$ cat config.mk
export PLATFORM = sky130hd
export DESIGN_NAME = period_jitter_monitor
export DESIGN_NICKNAME = d
export VERILOG_FILES = /design/src/rtl/pjm_pkg.sv /design/src/rtl/pjm_stats_calc.sv /design/src/rtl/period_jitter_monitor.sv
export SDC_FILE = /design/constraint.sdc
export NUM_CORES = 2
export LEC_CHECK = 0
export ABC_AREA = 1
export ABC_CLOCK_PERIOD_IN_PS = 24900
export BUFFER_PORTS_ARGS = -buffer_cell sky130_fd_sc_hd__buf_4
export CELL_PAD_IN_SITES_DETAIL_PLACEMENT = 0
export CELL_PAD_IN_SITES_GLOBAL_PLACEMENT = 1
export CORE_MARGIN = 3
export CORE_UTILIZATION = 48
export CTS_CLUSTER_DIAMETER = 100
export DETAILED_ROUTE_END_ITERATION = 8
export HOLD_SLACK_MARGIN = 0.05
export PLACE_DENSITY = 0.85
export SYNTH_ARGS = -nofsm -noshare
export SYNTH_HDL_FRONTEND = slang
export SYNTH_SLANG_ARGS = --single-unit
$ cat constraint.sdc
create_clock -name i_clk -period 24.9 [get_ports i_clk]
set_input_delay 3.735 -clock i_clk [delete_from_list [all_inputs] [get_ports i_clk]]
set_output_delay 3.735 -clock i_clk [all_outputs]
set_load 0.03 [all_outputs]
$ cat src/rtl/pjm_pkg.sv
// shared types and constants for the period jitter monitor
`timescale 1ns / 1ps

package pjm_pkg;

    localparam int TIME_WIDTH   = 64;
    localparam int PERIOD_WIDTH = 62;
    localparam int STAT_WIDTH   = 64;
    localparam int OUT_FIELDS   = 6;
    localparam int OUT_WIDTH    = OUT_FIELDS * STAT_WIDTH;

    localparam logic [PERIOD_WIDTH-1:0] PERIOD_RESET = PERIOD_WIDTH'(200000);
    localparam logic [STAT_WIDTH-1:0]   NO_INTERVAL  = '1;

    typedef enum logic {
        KIND_SAMPLE = 1'b0,
        KIND_CLEAR  = 1'b1
    } t_kind;

    typedef struct packed {
        logic [TIME_WIDTH-1:0] start_time;
        logic [STAT_WIDTH-1:0] count;
        logic [STAT_WIDTH-1:0] recent;
        logic [STAT_WIDTH-1:0] largest;
        logic [STAT_WIDTH-1:0] smallest;
        logic [STAT_WIDTH-1:0] jitter;
        logic [STAT_WIDTH-1:0] overrun;
    } t_stats;

    localparam t_stats STATS_RESET = '{
        start_time: '0,
        count:      '0,
        recent:     '0,
        largest:    '0,
        smallest:   NO_INTERVAL,
        jitter:     '0,
        overrun:    '0
    };

endpackage

$ cat src/rtl/pjm_stats_calc.sv
// next-state logic for the interval statistics of one transfer
`timescale 1ns / 1ps

module pjm_stats_calc (
    input  pjm_pkg::t_stats                     i_cur,
    input  pjm_pkg::t_kind                      i_kind,
    input  logic [pjm_pkg::TIME_WIDTH-1:0]      i_now,
    input  logic [pjm_pkg::PERIOD_WIDTH-1:0]    i_period,
    output pjm_pkg::t_stats                     o_nxt
);
    import pjm_pkg::*;

    logic [TIME_WIDTH-1:0]   interval_t;
    logic [STAT_WIDTH-1:0]   interval;
    logic [STAT_WIDTH-1:0]   period;
    logic [STAT_WIDTH-1:0]   period_x2;
    logic [STAT_WIDTH-1:0]   jit_above;
    logic [STAT_WIDTH-1:0]   jit_below;
    logic [STAT_WIDTH-1:0]   jitter;
    logic                    valid_interval;

    assign interval_t     = i_now - i_cur.start_time;
    assign interval       = STAT_WIDTH'(interval_t);
    assign period         = STAT_WIDTH'(i_period);
    assign period_x2      = STAT_WIDTH'({i_period, 1'b0});
    assign jit_above      = interval - period;
    assign jit_below      = period - interval;
    assign jitter         = (interval >= period) ? jit_above : jit_below;
    // first sample after reset or clear, or time went backwards
    assign valid_interval = (i_cur.start_time != '0) && (i_now >= i_cur.start_time);

    always_comb begin
        o_nxt = i_cur;
        if (i_kind == KIND_CLEAR) begin
            o_nxt = STATS_RESET;
        end else begin
            o_nxt.start_time = i_now;
            if (valid_interval) begin
                o_nxt.recent = interval;
                o_nxt.count  = i_cur.count + STAT_WIDTH'(1);
                if (interval > i_cur.largest) begin
                    o_nxt.largest = interval;
                end
                if (interval < i_cur.smallest) begin
                    o_nxt.smallest = interval;
                end
                if (jitter > i_cur.jitter) begin
                    o_nxt.jitter = jitter;
                end
                if (interval >= period_x2) begin
                    o_nxt.overrun = i_cur.overrun + STAT_WIDTH'(1);
                end
            end
        end
    end

endmodule

$ cat src/rtl/period_jitter_monitor.sv
// period jitter monitor top level: input stage, statistics registers, output register
`timescale 1ns / 1ps
// an input transfer is held in the input stage, then its result in the output register on the master side
// throughput: one transfer per cycle while the master side accepts, with a combinational statistics update
// the output register decouples the sides, so one more input is taken while a result waits
// reset (synchronous, active low): statistics cleared, minimum tracker all ones,
// period back to 200000 ns, both pipeline stages empty

module period_jitter_monitor (
    input  logic                                i_clk,
    input  logic                                i_rst_n,
    // configuration write channel: period_ns
    input  logic                                i_cfg_valid,
    output logic                                o_cfg_ready,
    input  logic [pjm_pkg::PERIOD_WIDTH-1:0]    i_cfg_data,
    // slave side
    input  logic                                i_s_axis_tvalid,
    output logic                                o_s_axis_tready,
    input  logic [63:0]                         i_s_axis_tdata,   // now_ns
    input  logic                                i_s_axis_tuser,   // kind
    // master side
    output logic                                o_m_axis_tvalid,
    input  logic                                i_m_axis_tready,
    // sample_count, last_interval, interval_min, interval_max, max_jitter, overrun_count
    output logic [pjm_pkg::OUT_WIDTH-1:0]       o_m_axis_tdata
);
    import pjm_pkg::*;

    logic                    r_in_valid;
    t_kind                   r_in_kind;
    logic [TIME_WIDTH-1:0]   r_in_now;
    logic [PERIOD_WIDTH-1:0] r_period;
    t_stats                  r_stats;
    t_stats                  n_stats;
    logic                    r_out_valid;
    logic [OUT_WIDTH-1:0]    r_out_data;
    logic [STAT_WIDTH-1:0]   min_shown;

    logic                    advance;
    logic                    s_ready;
    logic                    s_fire;
    logic                    work_fire;

    // result stage moves when empty or being drained
    assign advance   = !r_out_valid || i_m_axis_tready;
    assign s_ready   = !r_in_valid || advance;
    assign s_fire    = i_s_axis_tvalid && s_ready;
    assign work_fire = r_in_valid && advance;

    assign o_cfg_ready     = 1'b1;
    assign o_s_axis_tready = s_ready;
    assign o_m_axis_tvalid = r_out_valid;
    assign o_m_axis_tdata  = r_out_data;

    pjm_stats_calc u_calc (
        .i_cur    (r_stats),
        .i_kind   (r_in_kind),
        .i_now    (r_in_now),
        .i_period (r_period),
        .o_nxt    (n_stats)
    );

    // minimum reads as zero until a first interval lands
    assign min_shown = (n_stats.smallest == NO_INTERVAL) ? '0 : n_stats.smallest;

    // control and statistics state
    always_ff @(posedge i_clk) begin
        if (!i_rst_n) begin
            r_in_valid  <= 1'b0;
            r_out_valid <= 1'b0;
            r_period    <= PERIOD_RESET;
            r_stats     <= STATS_RESET;
        end else begin
            if (i_cfg_valid) begin
                r_period <= i_cfg_data;
            end
            if (s_ready) begin
                r_in_valid <= i_s_axis_tvalid;
            end
            if (advance) begin
                r_out_valid <= r_in_valid;
            end
            if (work_fire) begin
                r_stats <= n_stats;
            end
        end
    end

    // payload registers, no reset needed
    always_ff @(posedge i_clk) begin
        if (s_fire) begin
            r_in_kind <= t_kind'(i_s_axis_tuser);
            r_in_now  <= i_s_axis_tdata[TIME_WIDTH-1:0];
        end
        if (work_fire) begin
            r_out_data <= {n_stats.overrun, n_stats.jitter, n_stats.largest,
                           min_shown, n_stats.recent, n_stats.count};
        end
    end

endmodule

* Word level (Yosys, flattened, before mapping)
Index checks and enable logic that the tools add are counted.
** Storage, ports and cells
- Flip-flop bits (word level) :: 961
- Input port bits :: 132
- Output and inout port bits :: 387
- Word-level logic and storage cells :: 41
** Cells by class
- $add $sub $neg :: 5
- $lt $le $gt $ge :: 6
- Equality and inequality tests :: 1
- Multiplexer cells :: 7
- Reduce and logical (&&, ||, !) cells :: 8
** Operators by type and width (count)
- two-way mux 448 bit :: 1
- two-way mux 384 bit :: 1
- two-way mux 64 bit :: 5
- adder 64 x 1 -> 64 bit (second input constant) :: 2
- > comparator 64 bit :: 2
- == test 64 bit (second input constant) :: 1
- >= comparator 64 x 62 -> 1 bit :: 1
- >= comparator 64 x 63 -> 1 bit :: 1
- >= comparator 64 bit :: 1
- < comparator 64 bit :: 1
- nonzero test 64 bit :: 1
- subtractor 62 x 64 -> 64 bit :: 1
- subtractor 64 x 62 -> 64 bit :: 1
- subtractor 64 bit :: 1
- logical AND 1 bit :: 3
- logical NOT 1 bit :: 2
- logical OR 1 bit :: 2

* Depth between registers and ports, before layout
- Depth in word-level cells :: 8
- Mapped depth :: 58
- Depth with buffers taken out :: 55

* Cells and area by module
From an unflattened synthesis, not the netlist that was laid out.
** Second synthesis, totals
- Cells, all modules :: 8398
- Area total of the unflattened synthesis :: 61233.7 um^2
** Modules (own cells, without submodules)
- period_jitter_monitor :: times used 1, cells an instance 2805, area an instance 31586.5 um^2, sequential area each 23732.8 um^2
- pjm_stats_calc :: times used 1, cells an instance 5593, area an instance 29647.2 um^2, sequential area each 0.0 um^2

* Worst setup path after synthesis
Ideal clock, no wire load.
- Path type :: input to register
- Start point :: in i_m_axis_tready
- End point :: reg r_stats[83] in the netlist's numbering
- Library setup time :: 0.561 ns
- Arrival :: 15.294 ns
- Required time :: 24.339 ns
- Setup slack :: 9.045 ns
- Cell stages on the path :: 7
- Path buffers :: 2
- Cells stage by stage :: inv_1 nand2_1 nand2_1 inv_2 clkbuf_1 buf_1 a21oi_1
** Between the ends
- Cells in the longest elaborated chain, start to end :: 2
** RTL lines
- start: declaration :: line period_jitter_monitor.sv:23 : input logic i_m_axis_tready,
- logical OR 1 bit :: line period_jitter_monitor.sv:45 : assign advance = !r_out_valid || i_m_axis_tready;
- logical AND 1 bit :: line period_jitter_monitor.sv:48 : assign work_fire = r_in_valid && advance;
- via work_fire :: line period_jitter_monitor.sv:42 : logic work_fire;
- end signal: assignment :: line period_jitter_monitor.sv:84 : r_stats <= n_stats;
- end: declaration :: line period_jitter_monitor.sv:33 : t_stats r_stats;
The timed path passes the listed nets, and every way through them passes these cells.
A chain may end at the register's enable or synchronous reset.

==> flow_summary.toml <==
[status]
status = "finished clean"

[min_path]
min_from = "r_stats[303]"
worstHoldPathType = "reg -> reg"

[cts]
clockBufferDepth = 3
cts.hold.buffers_added = 0
htreeDepth = 3
clk_pin_slew_ns = 0.07
cts.sinks = 961
cts_made_buffers = 104
clkLatencyLatePin_ns = 0.74
cts_setup_buffers = 0
cts-resized-gates = 0
cts_root_buffer = "clkbuf_16"
cts_tree = "done"

[yosys]
synth_area_mm2 = 0.0610
yosys_warnings = 0
synthFlopType = "dfxtp_1"
syn_area_per_cell_um2 = 7.33
syn_inst = 8316
ys_seq_elements = 961
synth_edf_count = 449
synth_sequential_area_ratio = 0.389
synth.net_count = 8894
async_reset_ff_frac = 0
yosysUniqueCellTypes = 55

[die]
die-area_mm2 = 0.131
fp.dieH_um = 362
core_mm2 = 0.126
start_util = 0.484
die_x_um = 362
rows = 130
design.portCount = 519

[worst_setup_path]
worstPathRequired_ns = 25.36
slowest_stage = "xor2_1"
crit_top_cell = "nand2_1"
worstSetupStartpointType = "register"
startpoint = "r_in_now[2]"
reg2reg_from = "r_in_now[2]"
cp_slowest_stage_delay_ns = 0.75
cp.arrival_ns = 10.31
critPathCaptureType = "register"
regToRegSetupSlack_ns = 15.05
path_max_fanout = 78
worst-setup-path-type = "reg -> reg"

[timing]
fin_crit_sh = 0.395
fin_ws_ns = 15.05
finalCriticalPeriod_ns = 9.85
setup_tns_ns = 0
rsz0062_at_grt = "false"
finalSetupViolations = 0
drv_slew = 0
slew_headroom = 0.171
worstMarginPinSlew_ns = 1.24
fin_skew_ns = 0.0477
hold_viol_final = 0
fmax_mhz = 102

[finish]
areaGrowthSynthToFinish_pct = 14.8
fin_nets = 9263
fin_area_mm2 = 0.0700
final_common_cell = "nand2_1"
layout_common_cells = "nand2_1 (1422), inv_1 (1388), a21oi_1 (1043), o21ai_0 (723), nor2_1 (696)"
utilization = 0.556
final_layout_size_suffix_gt1_frac = 0.0968
fillerInstances = 12100

[place]
placed_area_mm2 = 0.0663
dp_hpwl_um = 179000
io_buffers = 517
routabilityCongestion = 1.00
place_ws_ns = 15.08

[route]
wirelength_um = 232000
drtIter0Drc = 5602
antenna_left = 0
route.vias.total = 58200
via_per_inst = 5.58
wl_per_cell_um = 22.3
route.detailed.drc = 0
drt-pass1-iter-count = 7

[pwr]
pwr_density_cell_mw_per_mm2 = 87.5
peakVddDrop_v = 0.0000596
leakagePower_nw = 32.3
finalPower_mw = 6.13

[global_routing]
grt_use_total = 0.341
grtUsageMet3 = 0.0499
grt_overflow_total = 0
grtUsageMet2 = 0.551
antenna_found_initial = 9
use_met1 = 0.455
grt_max_degree = 200
grt_pass1_vias = 54800
grt_pass1_wl_um = 341000
grt_busiest_layer = "met2"

[run]
max_cap_violations = 0
[metal layers]
layer / vias up / share of wire / wire [µm]
met5: - / 0.00012 / 27
li1: 28300 / - / -
met2: 2119 / 0.45 / 105000
met4: 4 / 0.049 / 11400
met1: 27400 / 0.43 / 98800
met3: 395 / 0.072 / 16700
[flip-flops by register name, summed over array words and instances (netlist names)]
name / count
o_m_axis_tdata: 384
o_m_axis_tvalid: 1
r_in_kind: 1
r_in_now: 64
r_in_valid: 1
r_period: 62
r_stats: 448
[cell type report]
| type | instances | area [µm²] | share of cell area |
|---|---|---|---|
| Clock inverter | 73 | 951 | 0.0136 |
| Inverter | 1400 | 5280 | 0.0755 |
| Sequential cell | 961 | 23700 | 0.339 |
| Antenna cell | 3 | 7.51 | 0.000107 |
| Timing Repair Buffer | 608 | 4600 | 0.0656 |
| Clock buffer | 125 | 2770 | 0.0396 |
| Multi-Input combinational cell | 5610 | 30600 | 0.437 |
| Tap cell | 1650 | 2060 | 0.0295 |
[stage by stage]
step,cells,hold slack [ns]
floorplan,8316,0.442
finish,10400,0.465
global placement,10200,0.448
global route,10400,0.474
detailed placement,10200,0.453
CTS,10400,0.462
[Yosys cell counts (6+ instances only)]
library cell / count / area share
a31oi_1: 16 / 0.0016
nor2_1: 697 / 0.043
o21bai_1: 37 / 0.0046
dfxtp_1: 512 / 0.17
o21ai_1: 53 / 0.0044
o21ai_0: 723 / 0.059
a211oi_1: 94 / 0.012
o211ai_1: 30 / 0.0037
nor3b_1: 10 / 0.0012
xor2_1: 159 / 0.023
buf_2: 32 / 0.0026
and3_1: 6 / 0.00062
a21o_1: 20 / 0.0025
nand3_1: 402 / 0.033
xnor2_1: 20 / 0.0029
nor2_2: 23 / 0.0024
inv_2: 9 / 0.00055
inv_1: 1391 / 0.086
a21boi_0: 9 / 0.0011
nand2_1: 1424 / 0.088
nor3_1: 106 / 0.0087
a21oi_1: 1043 / 0.086
buf_6: 12 / 0.0022
ha_1: 443 / 0.091
o2111ai_1: 8 / 0.0011
nand4_1: 135 / 0.014
buf_1: 44 / 0.0027
edfxtp_1: 449 / 0.22
clkbuf_1: 255 / 0.016
or2_2: 14 / 0.0014
nand3b_1: 6 / 0.00074
o21a_1: 40 / 0.0049
nor4_1: 48 / 0.0049
[critical path, delay by kind of cell (launching register included)]
family | cells | cell delay [ns]
simple gates | 26 | 3.90
buf+inv | 7 | 1.90
fa+ha+maj | 3 | 1.26
compound gates | 5 | 1.21
xor+xnor | 1 | 0.75
flops | 1 | 0.42
[power breakdown]
part           switching (mW)  leakage (nW)  internal [mW]
clock network           0.705          1.80          0.981
registers              0.0697          8.42           1.81
logic                    1.82          22.0          0.744
total                    2.60          32.3           3.53
[logic make-up (layout without fill, tap and decap cells)]
kind of cell               Yosys count  after routing  synth area share
AOI/OAI and AO/OA                 2094           2094             0.183
other                                1              4         0.0000615
xor gates and xnor gates           179            179            0.0257
buffers and inverters             1745           2206             0.110
and+or+nand+nor                   2890           2890             0.200
DFF                                961            961             0.389
adders and majority gates          446            446            0.0919
[path summary, 6_finish.rpt]
path	end	depth (start not counted)
worst max-delay path	o_m_axis_tdata[317]	42
worst min register to register	r_stats[303]	2
worst min-delay path	r_stats[303]	2
worst max register to register	o_m_axis_tdata[317]	42
Note: power is estimated with default switching activity, not from simulation.
